--- src/rtl/ogpt_pkg.sv ---
`timescale 1ns / 1ps

package ogpt_pkg;

  // geometry of the two stores
  localparam int SHEET_DIM  = 64;
  localparam int PIECE_DIM  = 32;
  localparam int MARK_WIDTH = 16;

  localparam int SHEET_AW    = $clog2(SHEET_DIM);
  localparam int PIECE_AW    = $clog2(PIECE_DIM);
  localparam int SHEET_CELLS = SHEET_DIM * SHEET_DIM;
  localparam int PIECE_CELLS = PIECE_DIM * PIECE_DIM;
  localparam int SHEET_ADDR_W = 2 * SHEET_AW;
  localparam int PIECE_ADDR_W = 2 * PIECE_AW;

  // fixed field widths
  localparam int MODE_W = 2;
  localparam int POS_W  = 6;
  localparam int DIM_W  = 6;
  localparam int CFG_W  = 7;
  localparam int MARK_IN_W = 16;
  localparam int CFG_IDX_W = 1;

  // width for placement sums and clipped bounds
  localparam int SUM_W = CFG_W + 1;
  // width of a per-item row or column count
  localparam int CNT_W = PIECE_AW + 1;

  // item modes
  localparam logic [MODE_W-1:0] MODE_LOAD  = 2'd0;
  localparam logic [MODE_W-1:0] MODE_TEST  = 2'd1;
  localparam logic [MODE_W-1:0] MODE_STAMP = 2'd2;
  localparam logic [MODE_W-1:0] MODE_NONE  = 2'd3;

  // configuration register indexes
  localparam logic [CFG_IDX_W-1:0] REG_SHEET_ROWS = 1'b0;
  localparam logic [CFG_IDX_W-1:0] REG_SHEET_COLS = 1'b1;

  localparam logic [CFG_W-1:0] SHEET_DIM_RESET = CFG_W'(SHEET_DIM);

  // sheet memory port request
  typedef struct packed {
    logic                    we;
    logic [SHEET_ADDR_W-1:0] waddr;
    logic [MARK_WIDTH-1:0]   wdata;
    logic [SHEET_ADDR_W-1:0] raddr;
  } sheet_req_t;

  // piece bitmap port request
  typedef struct packed {
    logic                    we;
    logic [PIECE_ADDR_W-1:0] waddr;
    logic                    wdata;
    logic [PIECE_ADDR_W-1:0] raddr;
  } piece_req_t;

endpackage

--- src/rtl/ogpt_piece_mem.sv ---
`timescale 1ns / 1ps

module ogpt_piece_mem import ogpt_pkg::*; (
  input  logic       clk,
  input  piece_req_t req,
  output logic       rdata
);

  logic mem [PIECE_CELLS];

  // one write and one registered read per cycle
  always_ff @(posedge clk) begin
    if (req.we) begin
      mem[req.waddr] <= req.wdata;
    end
    rdata <= mem[req.raddr];
  end

endmodule

--- config.mk ---
export PLATFORM = sky130hd
export DESIGN_NAME = ogpt_piece_mem
export DESIGN_NICKNAME = d
export VERILOG_FILES = /design/src/rtl/ogpt_pkg.sv /design/src/rtl/ogpt_piece_mem.sv
export SDC_FILE = /design/constraint.sdc
export NUM_CORES = 1
export LEC_CHECK = 0
export BUFFER_PORTS_ARGS = -buffer_cell sky130_fd_sc_hd__buf_2
export CAP_MARGIN = 20
export CORE_UTILIZATION = 50
export DETAILED_ROUTE_END_ITERATION = 8
export PLACE_DENSITY = 0.63
export SETUP_SLACK_MARGIN = 0.15
export SLEW_MARGIN = 5
export SYNTH_ARGS = -nofsm -noshare
export SYNTH_HDL_FRONTEND = slang
export SYNTH_SLANG_ARGS = --single-unit
--- constraint.sdc ---
create_clock -name clk -period 7.3 [get_ports clk]
set_input_delay 0.365 -clock clk [delete_from_list [all_inputs] [get_ports clk]]
set_output_delay 0.365 -clock clk [all_outputs]
set_load 0.02 [all_outputs]
==> out/metrics.yaml <==
finish:
  syn_to_final_growth_pct: 10.1
  stdcell_area_mm2: 0.0492
  layout-drive-gt1-share_pct: 15.3
  layout_common_cells: "nor2_1, edfxtp_1, mux4_2"
  nets: 3027
  final_common_cell: "nor2_1"
sta:
  fin_crit_ps: 4160
  slew_violations: 0
  tns_ps: 0
  max_freq_mhz: 240
  setup_slack_ps: 3140
  rsz0062_at_grt: "no"
  worstMarginPinSlew_ps: 1240
  fin_skew_ps: 27.2
  hold_viol_final: 0
  fin_crit_sh_pct: 57.0
  slew_headroom_pct: 17.1
  setup_viol: 0
placed_design:
  dp_worst_setup_slack_ps: 2580
  dpl_cell_area_mm2: 0.0455
  place.detailed.hpwl_mm: 61.5
  port_buffers: 23
  gp_congestion: 0.809
setup_path:
  slowest_stage: "a311oi_1"
  worstPathCellList: "buf_8 -> buf_12 -> mux4_2 -> a2111oi_0 -> nor4_1 -> a311oi_1 -> nor3_1 -> nor4_1 -> o2111ai_1"
  crit_type: "input pin to flop"
  critical_path.most_common_cell: "nor4_1"
  setup.worst_path.start_class: "input pin"
  cp_top_family: "compound AO/OA/AOI/OAI gates"
  worstPathArrival_ps: 4710
  path_buf_inv: 2
  slowest_delay_ps: 820
  crit_required_ps: 7850
  end_kind: "flop"
  cp_max_fo: 101
cts:
  cts.sinks: 1025
  hold_buffers: 0
  worstSkewPairLatency_ps: 680
  cts-root-buf: "clkbuf_16"
  cts_inserted_buffers: 106
  clockBufferDepth: 3
  cts.repair.resized: 0
  ctsHtreeMaxLevel: 3
  cts_tree: "done"
  path_clk_slew_ps: 70
  post-cts-setup-buffers: 0
floorplanning:
  die_h_um: 301
  rows: 109
  dieWidth_um: 301
  die_area_mm2: 0.0905
  initial_utilization_pct: 50.5
  ios: 24
  core_mm2: 0.0884
synthesis:
  async_flop_share_pct: 0
  synth_area_per_cell_um2: 14.3
  synth_seq_area_share_pct: 68.9
  yosys.area.top_type_share_pct: 68.9
  syn_nets: 3135
  yosys-top-cells-area: "edfxtp_1, mux4_2, nor2_1"
  ys_warn_count: 0
  yosysTopAreaCell: "edfxtp_1"
  postSynthCellCount: 3112
  ys_types: 56
  ys_seq_elements: 1025
  synth_ff_type: "edfxtp_1"
  netlist_area_mm2: 0.0447
  synth_edf_count: 1024
flow_run:
  cap_violations: 0
global_route:
  grt_pass1_wl_mm: 178
  antenna_found_initial: 9
  globalRouteOverflowTotal: 0
  grt_max_degree: 289
  grt_pass1_vias: 26600
  track_usage_pct: 27.5
routing:
  vias_per_cell: 6.31
  drc_errors: 0
  drt_pass1_iterations: 6
  ant_nets: 0
  vias: 26900
  wl_per_cell_um: 28.8
  wirelength_mm: 123
  initialDrtViolationCount: 3853
outcome:
  status: "complete, no violations"
power:
  ir_worst_vdd_uv: 206
  power_density_mw_per_mm2: 252
  leakagePower_nw: 14.6
worst_hold_path:
  holdCritPathClass: "input pin to flop"
==> power breakdown <==
part | internal (mW) | switching, mW
combinational | 0.206 | 0.435
clock | 3.07 | 2.23
sequential | 6.48 | 0.00231
==> cell type report <==
type / instances / area, um^2
antenna: 4 / 10.0
clock buffer: 131 / 2810
clock inverter: 62 / 566
fill: 7086 / 39200
inverter: 6 / 22.5
multi-input combinational: 1778 / 12600
sequential: 1025 / 30800
tap: 1165 / 1460
timing repair buffer: 87 / 891
==> path summary, 6_finish.rpt <==
check / cells after the start / slack (ps) / to / from
worst max register to register: 7 / 4010 / rdata$_DFF_P_ / mem[437]$_DFFE_PP_
worst min register to register: 5 / 1150 / rdata$_DFF_P_ / mem[240]$_DFFE_PP_
worst max-delay path: 9 / 3140 / rdata$_DFF_P_ / req[0]
worst min-delay path: 2 / 110 / rdata$_DFF_P_ / req[6]
==> metal layers <==
layer / track usage, % / vias to the layer above / routed length, um
li1: - / 11300 / -
met1: 36.2 / 13900 / 45700
met2: 45.7 / 1356 / 60600
met3: 5.43 / 258 / 12200
met4: 9.34 / 4 / 4240
met5: 0 / - / 19
==> state kept, by name, indices dropped and copies added (netlist names) <==
name,cells
mem,1024
rdata,1
==> kinds of logic (layout without fill, tap and decap cells) <==
| kind of cell | Yosys count | in the layout | synth area share (%) |
|---|---|---|---|
| other | 0 | 4 | 0 |
| AO/OA/AOI/OAI | 178 | 178 | 2.83 |
| multiplexers | 340 | 340 | 13.7 |
| AND/OR/NAND/NOR | 1260 | 1260 | 11.2 |
| flip-flops | 1025 | 1025 | 68.9 |
| buffers and inverters | 309 | 286 | 3.30 |
==> Yosys cell counts, drive strengths merged, types with 2 or more instances <==
| cell type | number |
|---|---|
| and3 | 4 |
| o31a | 2 |
| inv | 4 |
| a31oi | 4 |
| or2 | 2 |
| nor2b | 11 |
| nand2 | 86 |
| or3b | 2 |
| a211oi | 4 |
| and4 | 2 |
| o2111ai | 2 |
| a21oi | 37 |
| nand3 | 37 |
| o311ai | 2 |
| buf | 114 |
| a221oi | 2 |
| o21ai | 13 |
| nand4 | 10 |
| nor2 | 1036 |
| nand2b | 8 |
| and3b | 3 |
| a22oi | 17 |
| o221ai | 49 |
| mux2 | 3 |
| a22o | 4 |
| a2111oi | 6 |
| edfxtp | 1024 |
| nor3 | 37 |
| nor3b | 8 |
| clkbuf | 189 |
| and2 | 6 |
| mux2i | 123 |
| mux4 | 214 |
| clkinv | 2 |
| nor4 | 5 |
| a311oi | 3 |
| o22ai | 28 |
==> metrics by stage <==
step	cells	hold slack, ps	utilization (%)	total power [mW]
floorplan	3112	464	-	6.98
global placement	4048	803	51.5	7.22
detailed placement	4048	781	51.5	7.23
CTS	4241	81.6	55.3	12.5
global route	4255	111	55.6	12.7
finish	4258	108	55.6	12.4
(Power assumes the default switching activity.)
