===== src/rtl/ogpt_pkg.sv =====
`timescale 1ns / 1ps

package ogpt_pkg;

  // geometry of the two stores
  localparam int SHEET_DIM  = 64;
  localparam int PIECE_DIM  = 32;
  localparam int MARK_WIDTH = 16;

  localparam int SHEET_AW    = $clog2(SHEET_DIM);
  localparam int PIECE_AW    = $clog2(PIECE_DIM);
  localparam int SHEET_CELLS = SHEET_DIM * SHEET_DIM;
  localparam int PIECE_CELLS = PIECE_DIM * PIECE_DIM;
  localparam int SHEET_ADDR_W = 2 * SHEET_AW;
  localparam int PIECE_ADDR_W = 2 * PIECE_AW;

  // fixed field widths
  localparam int MODE_W = 2;
  localparam int POS_W  = 6;
  localparam int DIM_W  = 6;
  localparam int CFG_W  = 7;
  localparam int MARK_IN_W = 16;
  localparam int CFG_IDX_W = 1;

  // width for placement sums and clipped bounds
  localparam int SUM_W = CFG_W + 1;
  // width of a per-item row or column count
  localparam int CNT_W = PIECE_AW + 1;

  // item modes
  localparam logic [MODE_W-1:0] MODE_LOAD  = 2'd0;
  localparam logic [MODE_W-1:0] MODE_TEST  = 2'd1;
  localparam logic [MODE_W-1:0] MODE_STAMP = 2'd2;
  localparam logic [MODE_W-1:0] MODE_NONE  = 2'd3;

  // configuration register indexes
  localparam logic [CFG_IDX_W-1:0] REG_SHEET_ROWS = 1'b0;
  localparam logic [CFG_IDX_W-1:0] REG_SHEET_COLS = 1'b1;

  localparam logic [CFG_W-1:0] SHEET_DIM_RESET = CFG_W'(SHEET_DIM);

  // sheet memory port request
  typedef struct packed {
    logic                    we;
    logic [SHEET_ADDR_W-1:0] waddr;
    logic [MARK_WIDTH-1:0]   wdata;
    logic [SHEET_ADDR_W-1:0] raddr;
  } sheet_req_t;

  // piece bitmap port request
  typedef struct packed {
    logic                    we;
    logic [PIECE_ADDR_W-1:0] waddr;
    logic                    wdata;
    logic [PIECE_ADDR_W-1:0] raddr;
  } piece_req_t;

endpackage


===== src/rtl/ogpt_ctrl.sv =====
`timescale 1ns / 1ps

module ogpt_ctrl import ogpt_pkg::*; (
  input  logic                  clk,
  input  logic                  rst,
  input  logic                  cfg_we,
  input  logic [CFG_IDX_W-1:0]  cfg_index,
  input  logic [CFG_W-1:0]      cfg_data,
  input  logic                  in_valid,
  output logic                  in_ready,
  input  logic [MODE_W-1:0]     mode,
  input  logic [POS_W-1:0]      pos_row,
  input  logic [POS_W-1:0]      pos_col,
  input  logic                  piece_bit,
  input  logic [DIM_W-1:0]      piece_rows,
  input  logic [DIM_W-1:0]      piece_cols,
  input  logic [MARK_IN_W-1:0]  mark_value,
  output logic                  out_valid,
  input  logic                  out_ready,
  output logic                  hit,
  output logic [MODE_W-1:0]     done_mode,
  output sheet_req_t            sheet_req,
  input  logic [MARK_WIDTH-1:0] sheet_rdata,
  output piece_req_t            piece_req,
  input  logic                  piece_rdata
);

  typedef enum logic [4:0] {
    ST_CLEAR = 5'b00001,
    ST_IDLE  = 5'b00010,
    ST_WALK  = 5'b00100,
    ST_DRAIN = 5'b01000,
    ST_DONE  = 5'b10000
  } state_t;

  localparam logic [SUM_W-1:0] SHEET_LIM = SUM_W'(SHEET_DIM);
  localparam logic [SUM_W-1:0] PIECE_LIM = SUM_W'(PIECE_DIM);
  localparam logic [SHEET_ADDR_W-1:0] CLR_LAST = SHEET_ADDR_W'(SHEET_CELLS - 1);

  state_t state, state_next;

  logic [CFG_W-1:0]        sheet_rows;
  logic [CFG_W-1:0]        sheet_cols;
  logic [SHEET_ADDR_W-1:0] clr_cnt;

  logic [MODE_W-1:0]       cur_mode;
  logic [POS_W-1:0]        prow;
  logic [POS_W-1:0]        pcol;
  logic [MARK_WIDTH-1:0]   mark;
  logic [CNT_W-1:0]        row_cnt;
  logic [CNT_W-1:0]        col_cnt;
  logic [PIECE_AW-1:0]     row_off;
  logic [PIECE_AW-1:0]     col_off;
  logic                    hit_acc;

  logic                    stg_vld;
  logic [SHEET_ADDR_W-1:0] stg_si;

  logic                    accept;
  logic                    walk_mode;
  logic [SUM_W-1:0]        rlim, clim, nr, nc, prow_e, pcol_e;
  logic [SUM_W-1:0]        rend_raw, cend_raw, rend, cend, rcnt, ccnt;
  logic                    load_in_range;
  logic                    col_last, row_last;
  logic [SUM_W-1:0]        cur_row, cur_col;
  logic [SHEET_ADDR_W-1:0] cur_si;
  logic                    slot_free;

  assign in_ready  = (state == ST_IDLE);
  assign accept    = in_valid && in_ready;
  assign slot_free = !out_valid || out_ready;
  assign walk_mode = (mode == MODE_TEST) || (mode == MODE_STAMP);

  // configuration registers
  always_ff @(posedge clk) begin
    if (rst) begin
      sheet_rows <= SHEET_DIM_RESET;
      sheet_cols <= SHEET_DIM_RESET;
    end else if (cfg_we) begin
      unique case (cfg_index)
        REG_SHEET_ROWS: sheet_rows <= cfg_data;
        REG_SHEET_COLS: sheet_cols <= cfg_data;
        default: ;
      endcase
    end
  end

  // clipped walk extent of the incoming item
  always_comb begin
    rlim   = (SUM_W'(sheet_rows) > SHEET_LIM) ? SHEET_LIM : SUM_W'(sheet_rows);
    clim   = (SUM_W'(sheet_cols) > SHEET_LIM) ? SHEET_LIM : SUM_W'(sheet_cols);
    nr     = (SUM_W'(piece_rows) > PIECE_LIM) ? PIECE_LIM : SUM_W'(piece_rows);
    nc     = (SUM_W'(piece_cols) > PIECE_LIM) ? PIECE_LIM : SUM_W'(piece_cols);
    prow_e = SUM_W'(pos_row);
    pcol_e = SUM_W'(pos_col);
    rend_raw = prow_e + nr;
    cend_raw = pcol_e + nc;
    rend   = (rend_raw > rlim) ? rlim : rend_raw;
    cend   = (cend_raw > clim) ? clim : cend_raw;
    rcnt   = (rend > prow_e) ? (rend - prow_e) : '0;
    ccnt   = (cend > pcol_e) ? (cend - pcol_e) : '0;
  end

  assign load_in_range = (SUM_W'(pos_row) < PIECE_LIM) && (SUM_W'(pos_col) < PIECE_LIM);

  // current cell of the walk
  assign col_last = (CNT_W'(col_off) + CNT_W'(1)) == col_cnt;
  assign row_last = (CNT_W'(row_off) + CNT_W'(1)) == row_cnt;
  assign cur_row  = SUM_W'(prow) + SUM_W'(row_off);
  assign cur_col  = SUM_W'(pcol) + SUM_W'(col_off);
  assign cur_si   = {cur_row[SHEET_AW-1:0], cur_col[SHEET_AW-1:0]};

  // sequencer
  always_comb begin
    state_next = state;
    unique case (state)
      ST_CLEAR: if (clr_cnt == CLR_LAST) state_next = ST_IDLE;
      ST_IDLE: begin
        if (accept) begin
          if (walk_mode && (rcnt != '0) && (ccnt != '0)) begin
            state_next = ST_WALK;
          end else if (mode != MODE_NONE) begin
            state_next = ST_DONE;
          end
        end
      end
      ST_WALK:  if (col_last && row_last) state_next = ST_DRAIN;
      ST_DRAIN: state_next = ST_DONE;
      ST_DONE:  if (slot_free) state_next = ST_IDLE;
      default:  state_next = ST_IDLE;
    endcase
  end

  always_ff @(posedge clk) begin
    if (rst) begin
      state   <= ST_CLEAR;
      clr_cnt <= '0;
      stg_vld <= 1'b0;
    end else begin
      state   <= state_next;
      stg_vld <= (state == ST_WALK);
      if (state == ST_CLEAR) begin
        clr_cnt <= clr_cnt + SHEET_ADDR_W'(1);
      end
    end
  end

  // item registers and walk counters
  always_ff @(posedge clk) begin
    stg_si <= cur_si;
    if (accept) begin
      cur_mode <= mode;
      prow     <= pos_row;
      pcol     <= pos_col;
      mark     <= mark_value[MARK_WIDTH-1:0];
      row_cnt  <= CNT_W'(rcnt);
      col_cnt  <= CNT_W'(ccnt);
      row_off  <= '0;
      col_off  <= '0;
      hit_acc  <= 1'b0;
    end else begin
      if (state == ST_WALK) begin
        if (col_last) begin
          col_off <= '0;
          row_off <= row_off + PIECE_AW'(1);
        end else begin
          col_off <= col_off + PIECE_AW'(1);
        end
      end
      if (stg_vld && (cur_mode == MODE_TEST) && piece_rdata && (sheet_rdata != '0)) begin
        hit_acc <= 1'b1;
      end
    end
  end

  // memory requests
  always_comb begin
    sheet_req.raddr = cur_si;
    if (state == ST_CLEAR) begin
      sheet_req.we    = 1'b1;
      sheet_req.waddr = clr_cnt;
      sheet_req.wdata = '0;
    end else begin
      sheet_req.we    = stg_vld && (cur_mode == MODE_STAMP) && piece_rdata;
      sheet_req.waddr = stg_si;
      sheet_req.wdata = mark;
    end
    piece_req.we    = accept && (mode == MODE_LOAD) && load_in_range;
    piece_req.waddr = {pos_row[PIECE_AW-1:0], pos_col[PIECE_AW-1:0]};
    piece_req.wdata = piece_bit;
    piece_req.raddr = {row_off, col_off};
  end

  // result register
  always_ff @(posedge clk) begin
    if (rst) begin
      out_valid <= 1'b0;
    end else if ((state == ST_DONE) && slot_free) begin
      out_valid <= 1'b1;
    end else if (out_ready) begin
      out_valid <= 1'b0;
    end
  end

  always_ff @(posedge clk) begin
    if ((state == ST_DONE) && slot_free) begin
      hit       <= hit_acc;
      done_mode <= cur_mode;
    end
  end

  // no item is taken while the sheet is being cleared
  assert property (@(posedge clk) disable iff (rst) (state == ST_CLEAR) |-> !in_ready)
    else $error("item accepted during sheet clear");

  // the sheet is written only by the clear pass or a stamp
  assert property (@(posedge clk) disable iff (rst)
    sheet_req.we |-> ((state == ST_CLEAR) || (cur_mode == MODE_STAMP)))
    else $error("sheet write outside clear or stamp");

  // walk offsets stay inside the clipped extent
  assert property (@(posedge clk) disable iff (rst)
    (state == ST_WALK) |-> ((CNT_W'(row_off) < row_cnt) && (CNT_W'(col_off) < col_cnt)))
    else $error("walk offset past clipped extent");

  // only a test may report an overlap
  assert property (@(posedge clk) disable iff (rst)
    (out_valid && hit) |-> (done_mode == MODE_TEST))
    else $error("hit reported for a non-test item");

  // a finished item waits while the result slot is full
  assert property (@(posedge clk) disable iff (rst)
    ((state == ST_DONE) && out_valid && !out_ready) |=> (state == ST_DONE))
    else $error("result overwritten before it was taken");

endmodule


===== config.mk =====
export PLATFORM = sky130hd
export DESIGN_NAME = ogpt_ctrl
export DESIGN_NICKNAME = d
export VERILOG_FILES = /design/src/rtl/ogpt_pkg.sv /design/src/rtl/ogpt_ctrl.sv
export SDC_FILE = /design/constraint.sdc
export NUM_CORES = 1
export LEC_CHECK = 0
export BUFFER_PORTS_ARGS = -buffer_cell sky130_fd_sc_hd__buf_2
export CAP_MARGIN = 25
export CORE_ASPECT_RATIO = 0.5
export CORE_MARGIN = 2
export CORE_UTILIZATION = 40
export CTS_BUF_LIST = sky130_fd_sc_hd__clkbuf_8
export DETAILED_ROUTE_END_ITERATION = 7
export PLACE_DENSITY_LB_ADDON = 0.25
export REMOVE_ABC_BUFFERS = 1
export SLEW_MARGIN = 0
export SYNTH_ARGS = -nofsm -noshare
export SYNTH_HDL_FRONTEND = slang
export SYNTH_SLANG_ARGS = --single-unit

===== constraint.sdc =====
create_clock -name clk -period 5.2 [get_ports clk]
set_clock_uncertainty 0.1 [all_clocks]
set_input_delay 0.26 -clock clk [delete_from_list [all_inputs] [get_ports clk]]
set_output_delay 0.26 -clock clk [all_outputs]
set_load 0.005 [all_outputs]

==> results.md <==
- Ant. Diodes: 0
- Via density: 4.89
- Status: finished clean
- Count of final hold-check violations: 0
- Clock transition at path regs: 90 ps
- Post-layout net count: 940
- Setup crit start kind: input pin
- Critical Path AT: 5000 ps
- Clk buf depth: 2
- Routed length per placed instance: 13.2 um
- Die ar.: 16600 um^2
- Unrepaired setup endpoints after global routing: no
- Finished Core Util: 0.486
- Final RePlAce weighted congestion: 0.841
- Worst slew pin tran: 680 ps
- Global Route Usage Sum: 0.164
- Cells along the critical path: buf_2 -> nor2b_1 -> ha_1 -> fa_1 -> a211oi_2 -> o21bai_1 -> a21o_1 -> ha_1 -> nand4_1 -> a21oi_1 -> nor3_2 -> nor2_1 -> mux2i_1 -> ha_1 -> fa_1 -> nand2b_1 -> a21oi_1 -> a31o_2 -> a221oi_4 -> o2bb2a_4 -> a21oi_2 -> a211oi_1
- Cell Pwr Density: 367 nW/um^2
- Row count: 32
- Post-synthesis sequential area ratio: 0.399
- Most frequent cells in the layout: 138 x buf_2, 81 x nand2_1, 56 x dfxtp_1
- Die Ht: 92.0 um
- Port bufs: 138
- Num ports: 141
- Chip width: 180 um
- Worst path buffer plus inverter count: 1
- First-pass GRT wire length: 22200 um
- WP data required: 5330 ps
- Max Slew Vio Count: 0
- Post-CTS Resized: 0
- Syn. warnings: 0
- Commonest non-fill, non-tap cell in the layout: buf_2
- HP Class: in2reg
- Final setup fails: 0
- Clock root cell: clkbuf_8
- Post-synthesis register bit count: 101
- Max-Cap Viols: 0
- Layout cell share with drive strength beyond 1: 0.225
- Vias in the first global route: 4654
- Post-route ant nets: 0
- Sink Count: 101
- Initial antenna violation count: 0
- DRC: 0
- Multi-input combinational cell area: 3450 um^2
- Top FF cell, synth: dfxtp_1
- Pwr Total: 2.73 mW
- Register area: 2470 um^2
- Total number of vias: 4974
- Share of flip-flops with an asynchronous set or reset: 0
- LEAKAGE: 3.28 nW
- DRT Wirelength: 13400 um
- Rel. slew slack: 0.543
- Initial Util: 0.405
- Setup total negative slack: 0 ps
- Synth-to-Final Area Change: 19.9%
- CTS Buf Count: 9
- Post-synth EDFFs: 45
- Max VDD drop: 0.000171 V
- Yosys cell types: 66
- CP peak stage delay: 520 ps
- CP Class: in2reg
- CTS tree: done
- Largest net degree at the start of global routing: 36
- Crit path capture type: register
- Detailed placer's ending HPWL: 10500 um
- Htree depth: 3
- Period utilization: 0.937
- Most used cell, CP: ha_1
- First DRT Iteration DRCs: 187
- Slowest stage cell, crit path: nor3_2
- Max Clk Rate: 205 MHz
- CP max FO: 9
- GR Overflow Total: 0
- Mean Syn Cell Area: 9.39 um^2
- Critical path's top delay family: compound AO/OA/AOI/OAI gates
- Core area: 15300 um^2
- Synth Instances: 660
- Worst-Skew Late Latency: 370 ps
- Fin crit period: 4870 ps
- Finished Layout Cells: 1017
- Placed insts: 982
- Mapped Area: 6200 um^2
- Drt pass-1 iters: 4
- FILL cells: 1481
==> cells by family after synthesis <==
kind of cell | share of synthesized area
AOI/OAI and AO/OA | 0.134
xor gates and xnor gates | 0.0700
adders and majority gates | 0.126
buffers and inverters | 0.0450
DFF | 0.399
muxes | 0.0119
and+or+nand+nor | 0.214
==> path summary, 6_finish.rpt <==
kind              cells after the start          start  slack [ps]  endpoint
setup / recovery                     22  piece_rows[0]         330  state[4]
hold / removal                        1     pos_row[2]          30   prow[2]
setup reg to reg                     17  sheet_rows[6]         940  state[4]
hold reg to reg                       0        hit_acc         350       hit
==> synth_stat cells, types with 3 or more instances <==
library cell  instances  area, um^2
a31o_2                4        35.0
clkbuf_1              9        33.8
mux2i_1               4        40.0
or3_1                 4        25.0
and3_1                3        18.8
a21o_1               14         105
xor2_1               19         166
o21ai_0              21         105
inv_1                38         143
nand4_1               7        43.8
and2_1               16         100
nor3b_1               4        30.0
and4_1                5        43.8
ha_1                 53         663
nor4_1                5        31.3
nand3_1              22         110
o21bai_1              6        45.0
nand2_1              81         304
nor3_1               12        60.1
edfxtp_1             45        1350
nand2b_1              7        43.8
a31oi_1               5        31.3
mux2_2                3        33.8
nor2b_1              27         169
o31ai_1               3        22.5
buf_4                11        82.6
fa_1                  6         120
buf_1                 3        11.3
a211oi_1              4        30.0
nor2_1               54         203
xnor2_1              25         219
a21oi_1              43         215
dfxtp_1              56        1120
==> sequential cells by signal (all words and copies together) (netlist names), 6 cells and up <==
register / flops
pcol: 6
clr_cnt: 12
sheet_rows: 7
mark: 16
prow: 6
row_cnt: 6
sheet_cols: 7
stg_si: 12
col_cnt: 6
==> area by class of cell <==
type                       instances  share of cell area
clock buffer                       9              0.0167
inverter                          39              0.0197
timing repair buffer             161               0.123
tap                              204              0.0343
multi-input combinational        496               0.464
sequential                       101               0.332
clock inverter                     7             0.00993
==> metal layers <==
metal | vias up | global-route usage | part of all wire
met5 | - | 0 | 0
met4 | 0 | 0.0349 | 0.0060
met3 | 5 | 0.0373 | 0.030
met2 | 69 | 0.273 | 0.46
met1 | 2297 | 0.220 | 0.50
li1 | 2603 | - | -
==> what timing repair did <==
| item | CTS | global route |
|---|---|---|
| setup buffers | 0 | 0 |
| hold buffers | 18 | 0 |
| hold endpoints to repair | 18 | 0 |
==> metrics by stage <==
step                      area [um^2]  hold WS (ps)  setup WS [ps]
after detailed placement         7040           318          -12.7
after floorplan                  6070           229            449
after CTS                        7420          11.0            394
after global routing             7440          9.03           34.8
after global placement           7040           314            108
final                            7440          31.8            327
==> power by group <==
part | internal, mW | total [mW] | switching, mW | leakage, nW
sequential | 0.948 | 1.06 | 0.112 | 0.867
combinational | 0.554 | 1.16 | 0.608 | 2.31
clock | 0.225 | 0.504 | 0.279 | 0.0952
total | 1.73 | 2.73 | 0.999 | 3.28
Note: power is estimated with default switching activity, not from simulation.
